===== src/rtl/mpi_pkg.sv =====
// Shared types, constants and helpers for the Mandelbrot pixel iterator.
package mpi_pkg;

    // View size and fixed-point format
    localparam int WIDTH     = 64;
    localparam int HEIGHT    = 64;
    localparam int FRAC_BITS = 26;

    // Field widths
    localparam int PIX_W    = 6;
    localparam int CENTER_W = 29;
    localparam int STEP_W   = 27;
    localparam int CNT_W    = 10;
    localparam int RGB_W    = 16;
    localparam int Z_W      = 32;
    localparam int PROD_W   = 2 * Z_W;
    localparam int WIDE_W   = 40;
    localparam int OFFP_W   = PIX_W + STEP_W + 2;
    localparam int IN_DATA_W  = 16;
    localparam int OUT_DATA_W = 40;
    localparam int OUT_PAD_W  = OUT_DATA_W - (2 * PIX_W + CNT_W + RGB_W);

    // Configuration port
    localparam int ADDR_W = 4;
    localparam int DATA_W = 32;

    // Register indexes
    localparam logic [1:0] REG_CENTER_X = 2'd0;
    localparam logic [1:0] REG_CENTER_Y = 2'd1;
    localparam logic [1:0] REG_STEP     = 2'd2;
    localparam logic [1:0] REG_MAX_ITER = 2'd3;

    // Register reset values
    localparam logic signed [CENTER_W-1:0] CENTER_X_RST = -29'sd46976205;
    localparam logic signed [CENTER_W-1:0] CENTER_Y_RST = '0;
    localparam logic [STEP_W-1:0]          STEP_RST     = 27'd402653;
    localparam logic [CNT_W-1:0]           MAX_ITER_RST = 10'd100;

    // Pixel offsets to the view center and the escape radius squared
    localparam logic signed [PIX_W:0] HALF_X = (PIX_W + 1)'(WIDTH / 2);
    localparam logic signed [PIX_W:0] HALF_Y = (PIX_W + 1)'(HEIGHT / 2);
    localparam logic signed [WIDE_W-1:0] ESC_LIMIT = WIDE_W'(64'd4 << FRAC_BITS);

    // Controller states
    typedef enum logic [2:0] {
        ST_IDLE,
        ST_SETUP,
        ST_MUL,
        ST_UPD,
        ST_FINISH
    } state_t;

    // Controller to datapath commands
    typedef struct packed {
        logic load;
        logic setup;
        logic mul;
        logic upd;
        logic load_out;
    } cmd_t;

    // Datapath to controller status
    typedef struct packed {
        logic limit_zero;
        logic escaped;
        logic last_iter;
    } stat_t;

    // Clamp a wide signed value to the signed 32-bit range
    function automatic logic signed [Z_W-1:0] sat_z(input logic signed [WIDE_W-1:0] v);
        logic signed [WIDE_W-1:0] zmax;
        logic signed [WIDE_W-1:0] zmin;
        zmax = WIDE_W'({1'b0, {(Z_W-1){1'b1}}});
        zmin = -zmax - WIDE_W'(1);
        if (v > zmax) begin
            return {1'b0, {(Z_W-1){1'b1}}};
        end
        else if (v < zmin) begin
            return {1'b1, {(Z_W-1){1'b0}}};
        end
        else begin
            return v[Z_W-1:0];
        end
    endfunction

endpackage


===== src/rtl/mpi_ctrl.sv =====
// Sequencing state machine and output valid flag for the pixel iterator.
module mpi_ctrl
    import mpi_pkg::*;
(
    input  logic  clk,
    input  logic  rst_n,
    input  logic  s_tvalid,
    output logic  s_tready,
    output logic  m_tvalid,
    input  logic  m_tready,
    input  stat_t stat,
    output cmd_t  cmd
);

    state_t state_reg;
    state_t state_next;
    logic   out_valid_reg;
    logic   out_valid_next;
    logic   slot_free;

    assign slot_free = !out_valid_reg || m_tready;

    // Advance the state
    always_ff @(posedge clk or negedge rst_n)
    begin
        if (!rst_n)
        begin
            state_reg     <= ST_IDLE;
            out_valid_reg <= 1'b0;
        end
        else
        begin
            state_reg     <= state_next;
            out_valid_reg <= out_valid_next;
        end
    end

    // Next state
    always_comb
    begin
        state_next = state_reg;
        case (state_reg)
            ST_IDLE:
            begin
                if (s_tvalid)
                begin
                    state_next = ST_SETUP;
                end
            end
            ST_SETUP:
            begin
                state_next = stat.limit_zero ? ST_FINISH : ST_MUL;
            end
            ST_MUL:
            begin
                state_next = ST_UPD;
            end
            ST_UPD:
            begin
                if (stat.escaped || stat.last_iter)
                begin
                    state_next = ST_FINISH;
                end
                else
                begin
                    state_next = ST_MUL;
                end
            end
            ST_FINISH:
            begin
                if (slot_free)
                begin
                    state_next = ST_IDLE;
                end
            end
            default:
            begin
                state_next = ST_IDLE;
            end
        endcase
    end

    // Commands and handshake outputs
    always_comb
    begin
        cmd      = '0;
        s_tready = 1'b0;
        case (state_reg)
            ST_IDLE:
            begin
                s_tready = 1'b1;
                cmd.load = s_tvalid;
            end
            ST_SETUP:  cmd.setup    = 1'b1;
            ST_MUL:    cmd.mul      = 1'b1;
            ST_UPD:    cmd.upd      = !stat.escaped;
            ST_FINISH: cmd.load_out = slot_free;
            default:   ;
        endcase
    end

    // Hold the result valid until the result is taken
    always_comb
    begin
        out_valid_next = out_valid_reg;
        if (cmd.load_out)
        begin
            out_valid_next = 1'b1;
        end
        else if (m_tready)
        begin
            out_valid_next = 1'b0;
        end
    end

    assign m_tvalid = out_valid_reg;

`ifndef SYNTH
    a_load_out_free: assert property (@(posedge clk) disable iff (!rst_n)
        cmd.load_out |-> (!out_valid_reg || m_tready))
        else $error("result loaded over a pending request");

    a_load_out_valid: assert property (@(posedge clk) disable iff (!rst_n)
        cmd.load_out |=> out_valid_reg)
        else $error("loaded result not flagged valid");

    a_upd_after_mul: assert property (@(posedge clk) disable iff (!rst_n)
        (state_reg == ST_UPD) |-> ($past(state_reg) == ST_MUL))
        else $error("update without a preceding multiply");

    a_setup_after_accept: assert property (@(posedge clk) disable iff (!rst_n)
        (state_reg == ST_SETUP) |-> $past(s_tvalid && s_tready))
        else $error("setup without an accepted request");
`endif

endmodule


===== config.mk =====
export PLATFORM = sky130hd
export DESIGN_NAME = mpi_ctrl
export DESIGN_NICKNAME = d
export VERILOG_FILES = /design/src/rtl/mpi_pkg.sv /design/src/rtl/mpi_ctrl.sv
export SDC_FILE = /design/constraint.sdc
export NUM_CORES = 1
export LEC_CHECK = 0
export BUFFER_PORTS_ARGS = -buffer_cell sky130_fd_sc_hd__buf_2
export CAP_MARGIN = 15
export CORE_AREA = 2 2 39 41
export DETAILED_ROUTE_END_ITERATION = 8
export DIE_AREA = 0 0 41 43
export HOLD_SLACK_MARGIN = 0.15
export PLACE_DENSITY = 0.5
export SLEW_MARGIN = 15
export SYNTH_ARGS = -nofsm -noshare
export SYNTH_HDL_FRONTEND = slang
export SYNTH_SLANG_ARGS = --single-unit

===== constraint.sdc =====
create_clock -name clk -period 1.28 [get_ports clk]
set_input_delay 0.192 -clock clk [delete_from_list [all_inputs] [get_ports clk]]
set_output_delay 0.192 -clock clk [all_outputs]
set_load 0.005 [all_outputs]

==> metrics <==
Compound-Gate Fraction of Synth Area 10.5%; worst vdd ir 0.000710 V; initial antenna violation count 0; n_diodes 0; vias per std cell 3.97; Post-Place Worst Slack 0.0639 ns; status finished with violations; Post-layout nets 55; area growth from synthesis to layout 79.6%; layout cells sized above 1 60.9%; Hold EP state_reg[1]; first-pass GRT wire length 938 um; Fillers 149; Sink Count 4; Max Fanout on Critical Path 2; PD cells 2260 nW/um2; post-synthesis sequential area ratio 41.9%; Hold Path Origin stat[2]; M1 wire length 270 um; wire per inst 10.4 um; Core Util, Final 31.0%; Clock transition at path regs 0.04 ns; top cell type by total area after synthesis dfrtp_1; DRT antenna net count 0; final wirelength 643 um; final setup skew 0.00396 ns; Reg-to-Reg Start state_reg[2]; Worst Reg-to-Reg Cells 4; slew at the pin with the worst max-slew slack 0.271 ns; Setup CP Type register to output port; area of the core 1380 um2; crit share post-route 112%; Max Slew Vio Count 0; Horiz. Die Dim 41 um; # H-tree levels 1; Worst slew margin 81.9%; Worst Setup Start Kind register; failing checks negative setup slack; final worst slack -0.153 ns; Netlist Area Pre-Place 239 um2; grt ovf 0; DR pass1 iterations 2; Hold Path Depth 2; post-synthesis mux area share 0%; vias in the first global route 244; min Tclk post-route 1.43 ns; FF-to-FF setup slack 0.11 ns; Worst Hold Class input port to register; Worst Path Required 1.09 ns; I/O Buffers 13; Starting Density 17.3%; Largest register FFs 3; CP Capture Type output port; synth top area cells dfrtp_1 42%, nand2b_1 7.9%, o32ai_1 7.3%, nor3b_1 6.3%, nor3b_2 5.2%; # DRC 0; CTS Buffer Depth 2; Net Count, Synth 31; Yosys reg bits 4; I/O pins 14; Max Clk Rate 698 MHz; clock tree root driver cell clkbuf_4; Post-Synth Adder-Cell Area 0%; Mapped Cells 24; synth unique cells 14; CTS tree done; RSZ-0062 raised after global routing yes; met2 wire length 318 um; largest net degree at the start of global routing 10; TritonCTS Buffers 3; largest family of logic cells by synthesized area simple AND/OR/NAND/NOR gates; final hold viol count 0; max-cap viol count 0; met3 wire len 53 um; top cell type's share of synthesized area 41.9%; xor/xnor share of the synthesized area 0%; final setup violation count 4; Hold Slack 0.190 ns; synth warn 0; DR vias 246; RD Place Congestion 0.651; post-synthesis simple-gate area fraction 39.8%; mean area per synthesized cell 9.96 um2; worst skew pair latency 0.23 ns; global-route usage over all layers 8.18%; Rows 14; Die H 43 um; Worst EP arrival 1.24 ns; DRT iter0 DRCs 1; FF-to-FF End state_reg[2]; DR top layer met3; P_leak 0.000215 uW; die area 1760 um2
-- Yosys cell counts, drive strengths merged --
master / count
and2: 1
buf: 2
dfrtp: 4
nand2: 1
nand2b: 3
nor2: 3
nor2b: 1
nor3: 2
nor3b: 3
o21a: 1
o32ai: 2
or3b: 1
-- repair_timing --
action,4_1_cts,5_1_grt
buffers inserted,4,1
hold buffers,1,0
endpoints found under the setup margin,4,5
pin swaps,3,3
hold endpoints to repair,4,0
resized for setup,6,2
-- cell usage in the layout (no fill, tap or decap), drive strengths merged --
master / instances
nor2: 3
nor3: 2
nand2b: 3
o21a: 1
or3b: 1
nor3b: 3
dlygate4sd3: 1
clkbuf: 3
buf: 20
o32ai: 2
nand2: 1
dfrtp: 4
nor2b: 1
and2: 1
-- through the flow --
| step | instances | setup TNS (ns) | area [um2] | power, uW |
|---|---|---|---|---|
| 2_1_floorplan | 24 | 0 | 239 | 459 |
| 3_3_place_gp | 53 | 0 | 320 | 590 |
| 3_5_place_dp | 53 | 0 | 320 | 594 |
| 4_1_cts | 61 | -0.347 | 414 | 938 |
| 5_1_grt | 62 | -0.557 | 429 | 1040 |
| 6_report | 62 | -0.328 | 429 | 969 |
-- critical path, stage by stage (launching register included) --
cell,delay [ns]
dfrtp_1,0.38
or3b_4,0.40
nor2b_1,0.11
buf_2,0.12
-- routing by layer --
layer	vias up	GRT usage (%)
li1	129	-
met4	0	8.00
met2	10	11.3
met1	107	9.51
met3	0	2.09
met5	-	0
-- worst max-delay path by stage --
stage               slack (ns)    startpoint  cells after the start      to
floorplan                 0.03  state_reg[1]                      4  cmd[0]
global placement          0.08  state_reg[2]                      3  cmd[0]
detailed placement        0.06  state_reg[2]                      3  cmd[0]
CTS                      -0.17  state_reg[1]                      3  cmd[0]
global route             -0.20  state_reg[0]                      3  cmd[0]
finish                   -0.15  state_reg[0]                      3  cmd[0]
-- report_power, final --
group | switching, uW | internal, uW | total (uW)
Sequential | 34.4 | 181 | 216
Clock | 51.9 | 105 | 157
Combinational | 243 | 353 | 596
-- cell families after synthesis --
family / count (synthesis)
buffers and inverters: 2
AO/OA/AOI/OAI: 3
AND/OR/NAND/NOR: 15
flip-flops: 4
-- cell type report --
type                            count  area (um2)  area share (%)
Clock buffer                        3        22.5            5.25
Multi-Input combinational cell     18         144            33.5
Sequential cell                     4         100            23.3
Tap cell                           16        20.0            4.66
Timing Repair Buffer               21         143            33.2
Power figures use the tool's default switching activity.
