===== src/rtl/mpi_pkg.sv =====
// Shared types, constants and helpers for the Mandelbrot pixel iterator.
package mpi_pkg;

    // View size and fixed-point format
    localparam int WIDTH     = 64;
    localparam int HEIGHT    = 64;
    localparam int FRAC_BITS = 26;

    // Field widths
    localparam int PIX_W    = 6;
    localparam int CENTER_W = 29;
    localparam int STEP_W   = 27;
    localparam int CNT_W    = 10;
    localparam int RGB_W    = 16;
    localparam int Z_W      = 32;
    localparam int PROD_W   = 2 * Z_W;
    localparam int WIDE_W   = 40;
    localparam int OFFP_W   = PIX_W + STEP_W + 2;
    localparam int IN_DATA_W  = 16;
    localparam int OUT_DATA_W = 40;
    localparam int OUT_PAD_W  = OUT_DATA_W - (2 * PIX_W + CNT_W + RGB_W);

    // Configuration port
    localparam int ADDR_W = 4;
    localparam int DATA_W = 32;

    // Register indexes
    localparam logic [1:0] REG_CENTER_X = 2'd0;
    localparam logic [1:0] REG_CENTER_Y = 2'd1;
    localparam logic [1:0] REG_STEP     = 2'd2;
    localparam logic [1:0] REG_MAX_ITER = 2'd3;

    // Register reset values
    localparam logic signed [CENTER_W-1:0] CENTER_X_RST = -29'sd46976205;
    localparam logic signed [CENTER_W-1:0] CENTER_Y_RST = '0;
    localparam logic [STEP_W-1:0]          STEP_RST     = 27'd402653;
    localparam logic [CNT_W-1:0]           MAX_ITER_RST = 10'd100;

    // Pixel offsets to the view center and the escape radius squared
    localparam logic signed [PIX_W:0] HALF_X = (PIX_W + 1)'(WIDTH / 2);
    localparam logic signed [PIX_W:0] HALF_Y = (PIX_W + 1)'(HEIGHT / 2);
    localparam logic signed [WIDE_W-1:0] ESC_LIMIT = WIDE_W'(64'd4 << FRAC_BITS);

    // Controller states
    typedef enum logic [2:0] {
        ST_IDLE,
        ST_SETUP,
        ST_MUL,
        ST_UPD,
        ST_FINISH
    } state_t;

    // Controller to datapath commands
    typedef struct packed {
        logic load;
        logic setup;
        logic mul;
        logic upd;
        logic load_out;
    } cmd_t;

    // Datapath to controller status
    typedef struct packed {
        logic limit_zero;
        logic escaped;
        logic last_iter;
    } stat_t;

    // Clamp a wide signed value to the signed 32-bit range
    function automatic logic signed [Z_W-1:0] sat_z(input logic signed [WIDE_W-1:0] v);
        logic signed [WIDE_W-1:0] zmax;
        logic signed [WIDE_W-1:0] zmin;
        zmax = WIDE_W'({1'b0, {(Z_W-1){1'b1}}});
        zmin = -zmax - WIDE_W'(1);
        if (v > zmax) begin
            return {1'b0, {(Z_W-1){1'b1}}};
        end
        else if (v < zmin) begin
            return {1'b1, {(Z_W-1){1'b0}}};
        end
        else begin
            return v[Z_W-1:0];
        end
    endfunction

endpackage


===== src/rtl/mpi_regs.sv =====
// Configuration register file with APB-style access.
module mpi_regs
    import mpi_pkg::*;
(
    input  logic                       clk,
    input  logic                       rst_n,
    input  logic                       psel,
    input  logic                       penable,
    input  logic                       pwrite,
    input  logic [ADDR_W-1:0]          paddr,
    input  logic [DATA_W-1:0]          pwdata,
    output logic [DATA_W-1:0]          prdata,
    output logic                       pready,
    output logic signed [CENTER_W-1:0] center_x,
    output logic signed [CENTER_W-1:0] center_y,
    output logic [STEP_W-1:0]          step,
    output logic [CNT_W-1:0]           max_iter
);

    logic signed [CENTER_W-1:0] center_x_reg;
    logic signed [CENTER_W-1:0] center_y_reg;
    logic [STEP_W-1:0]          step_reg;
    logic [CNT_W-1:0]           max_iter_reg;
    logic [1:0]                 index;
    logic                       wr_en;

    assign pready = 1'b1;
    assign index  = paddr[3:2];
    assign wr_en  = psel & penable & pwrite & pready;

    // Write the addressed register on the access cycle
    always_ff @(posedge clk or negedge rst_n)
    begin
        if (!rst_n)
        begin
            center_x_reg <= CENTER_X_RST;
            center_y_reg <= CENTER_Y_RST;
            step_reg     <= STEP_RST;
            max_iter_reg <= MAX_ITER_RST;
        end
        else if (wr_en)
        begin
            case (index)
                REG_CENTER_X: center_x_reg <= pwdata[CENTER_W-1:0];
                REG_CENTER_Y: center_y_reg <= pwdata[CENTER_W-1:0];
                REG_STEP:     step_reg     <= pwdata[STEP_W-1:0];
                REG_MAX_ITER: max_iter_reg <= pwdata[CNT_W-1:0];
                default:      ;
            endcase
        end
    end

    // Return the addressed register
    always_comb
    begin
        case (index)
            REG_CENTER_X: prdata = DATA_W'(unsigned'(center_x_reg));
            REG_CENTER_Y: prdata = DATA_W'(unsigned'(center_y_reg));
            REG_STEP:     prdata = DATA_W'(step_reg);
            REG_MAX_ITER: prdata = DATA_W'(max_iter_reg);
            default:      prdata = '0;
        endcase
    end

    assign center_x = center_x_reg;
    assign center_y = center_y_reg;
    assign step     = step_reg;
    assign max_iter = max_iter_reg;

endmodule


===== config.mk =====
export PLATFORM = sky130hd
export DESIGN_NAME = mpi_regs
export DESIGN_NICKNAME = d
export VERILOG_FILES = /design/src/rtl/mpi_pkg.sv /design/src/rtl/mpi_regs.sv
export SDC_FILE = /design/constraint.sdc
export NUM_CORES = 1
export LEC_CHECK = 0
export BUFFER_PORTS_ARGS = -buffer_cell sky130_fd_sc_hd__buf_4
export CAP_MARGIN = 20
export CORE_MARGIN = 3
export CORE_UTILIZATION = 36
export CTS_BUF_LIST = sky130_fd_sc_hd__clkbuf_16
export DETAILED_ROUTE_END_ITERATION = 6
export GPL_ROUTABILITY_DRIVEN = 0
export REMOVE_ABC_BUFFERS = 1
export SETUP_SLACK_MARGIN = 0.15
export SLEW_MARGIN = 20
export SYNTH_ARGS = -nofsm -noshare
export SYNTH_HDL_FRONTEND = slang
export SYNTH_SLANG_ARGS = --single-unit

===== constraint.sdc =====
create_clock -name clk -period 1.6 [get_ports clk]
set_input_delay 0.24 -clock clk [delete_from_list [all_inputs] [get_ports clk]]
set_output_delay 0.24 -clock clk [all_outputs]
set_load 0.05 [all_outputs]

==> flow_summary.json <==
{
  "slew_viol_final": 0,
  "die_height_um": 116,
  "rsz0062_at_grt": "yes",
  "synth.avg_cell_area_um2": 15.0,
  "io_buffers": 159,
  "rr_worst_depth": 3,
  "wire_per_inst_um": 17.9,
  "antenna_found_initial": 0,
  "slew_headroom_pct": 65.7,
  "grt_max_degree": 96,
  "fmax_ghz": 0.611,
  "drc": 0,
  "area_growth_pct": 55.7,
  "worstSetupEndpointType": "output pin",
  "wl_um": 11700,
  "fp.coreArea_mm2": 0.0116,
  "dr_total_vias": 3200,
  "clk_latency_ns": 0.33,
  "tightest_slew_ns": 0.514,
  "first_iter_violations": 77,
  "worst_slack_ns": -0.0374,
  "crit_required_ns": 1.36,
  "status": "finished, violations left",
  "p_leak_nw": 3.26,
  "finalHoldViolations": 0,
  "r2r_slack_ns": 0.60,
  "setup_violations": 9,
  "grt_pass1_wl_um": 18300,
  "diodes": 0,
  "final_core_util_pct": 58.2,
  "rows": 39,
  "hpwl_um": 8100,
  "drive_above_1_share_pct": 75.5,
  "endpoint": "prdata[3]",
  "arrival_ns": 1.40,
  "dr.pass1.iters": 4,
  "setup_tns_ns": -0.154,
  "vdd_drop_max_mv": 0.717,
  "yosysWarnings": 0,
  "cts_buffer_depth": 2,
  "grt_pass1_vias": 3416,
  "synthDistinctLibCells": 21,
  "min_period_ns": 1.64,
  "cts.sinks": 95,
  "htree_num_levels": 3,
  "worstSetupStartpointType": "flop",
  "mappedNetlistArea_mm2": 0.00432,
  "start_util_pct": 37.4,
  "ys_seq_area_share_pct": 55.8,
  "num-nets-final": 547,
  "cp-startpoint": "max_iter[3]$_DFFE_PN0P_",
  "synth-seq-cells": 95,
  "r2r_end": "center_x[3]$_DFFE_PN0P_",
  "die_x_um": 116,
  "r2r-start": "center_x[3]$_DFFE_PN0P_",
  "die_area_mm2": 0.0134,
  "clkTransAtPathRegs_ns": 0.06,
  "p_per_area_mw_per_mm2": 1740,
  "postRouteAntennaNets": 0,
  "fin_skew_ns": 0,
  "crit_fanout": 2,
  "fillers": 959,
  "stdcell_count": 654,
  "dp_cells": 589,
  "cap_viol_max_count": 0,
  "worst_hold_slack_ns": 0.145,
  "hp-class": "input pin to flop",
  "seqCellArea_mm2": 0.00241,
  "cts_tree": "built",
  "synth_cells": 288,
  "timing_worst_setup_path_type": "flop to output pin",
  "numCtsBuffers": 9,
  "multiInputGateArea_mm2": 0.00181,
  "cts_root_buffer": "clkbuf_16",
  "post-route-period-util_pct": 102,
  "pre_cts_slack_ns": 0.00471,
  "violations": "negative setup slack",
  "overflow": 0,
  "vias_per_cell": 4.89,
  "grt_use_total_pct": 17.8,
  "io_pins": 169
}
-- per-layer routing --
layer / track usage, % / wire length (um)
met1: 23.0 / 4940
met2: 29.6 / 5810
met3: 4.07 / 808
met4: 6.18 / 142
met5: 0 / 0
-- worst max-delay path, cell delays in order (launching register included) --
cell	delay [ns]
dfrtp_1	0.38
mux4_2	0.51
buf_8	0.17
-- cell type report --
cell class | instances | area share [%]
Inverter | 1 | 0.0557
Clock buffer | 9 | 3.34
Sequential cell | 95 | 35.8
Tap cell | 143 | 2.66
Clock inverter | 7 | 2.01
Timing Repair Buffer | 228 | 29.2
Multi-Input combinational cell | 171 | 26.9
-- cell usage in the layout, fill, tap and decap left out, types with 8 or more instances in the layout --
cell type  synthesis  final
mux2_4            20     20
mux2i_1           19     19
mux4_2            10     10
buf_12             0      8
mux2_2            75     75
buf_8              0      8
buf_4              6    186
clkbuf_16          0      9
nand2_1           17     16
o21ai_1            0     13
dfrtp_1           66     66
buf_6              3     25
dfstp_2           29     29
-- synthesized netlist by cell type, drive strengths merged --
master  number  area share [%]
buf         19             3.0
clkbuf       4            0.35
conb         2            0.17
dfrtp       66              38
dfstp       29              18
inv          1           0.087
mux2        95              26
mux2i       19             4.4
mux4        10             5.2
nand2       17             1.5
nand3        1            0.12
nand4        1            0.14
nor2         3            0.26
nor2b        1            0.14
nor3         1            0.12
o21ai       17             2.0
or2          1            0.14
or3          1            0.14
-- worst min-delay path by stage --
stage | from | endpoint | slack (ns) | depth (start not counted)
after floorplan | rst_n | center_x[10]$_DFFE_PN0P_ | -0.06 | 0
after global placement | rst_n | step[8]$_DFFE_PN0P_ | 0.33 | 2
after detailed placement | rst_n | step[8]$_DFFE_PN0P_ | 0.34 | 2
after CTS | pwdata[27] | center_y[27]$_DFFE_PN0P_ | 0.13 | 2
after global routing | pwdata[28] | center_y[28]$_DFFE_PN0P_ | 0.14 | 2
final | pwdata[28] | center_y[28]$_DFFE_PN0P_ | 0.15 | 2
-- logic make-up (layout without fill, tap and decap cells) --
kind of cell / after synthesis / count (layout) / synth area share (%)
muxes: 124 / 124 / 36.1
DFF: 95 / 95 / 55.8
and+or+nand+nor: 26 / 26 / 2.55
buffers and inverters: 24 / 245 / 3.41
AOI/OAI and AO/OA: 17 / 17 / 1.97
other: 2 / 4 / 0.174
-- timing repair --
action | 4_1_cts | 5_1_grt
endpoints found under the hold margin | 66 | 0
hold buffers | 1 | 0
gates resized for setup | 52 | 15
endpoints found under the setup margin | 29 | 28
setup buffers | 40 | 8
pin swaps | 11 | 11
-- where the power goes --
part           leakage (nW)  internal, mW  switching, mW  total [mW]
Clock                 0.171          1.67          0.886        2.56
Combinational          1.97          2.14           3.53        5.67
Sequential             1.11          3.09          0.404        3.49
-- per-stage QoR --
step | area (um^2) | power, mW
CTS | 6640 | 11.7
detailed placement | 5810 | 8.62
global route | 6730 | 12.2
global placement | 5810 | 8.56
finish | 6730 | 11.7
floorplan | 4190 | 6.97
Note: power is estimated with default switching activity, not from simulation.
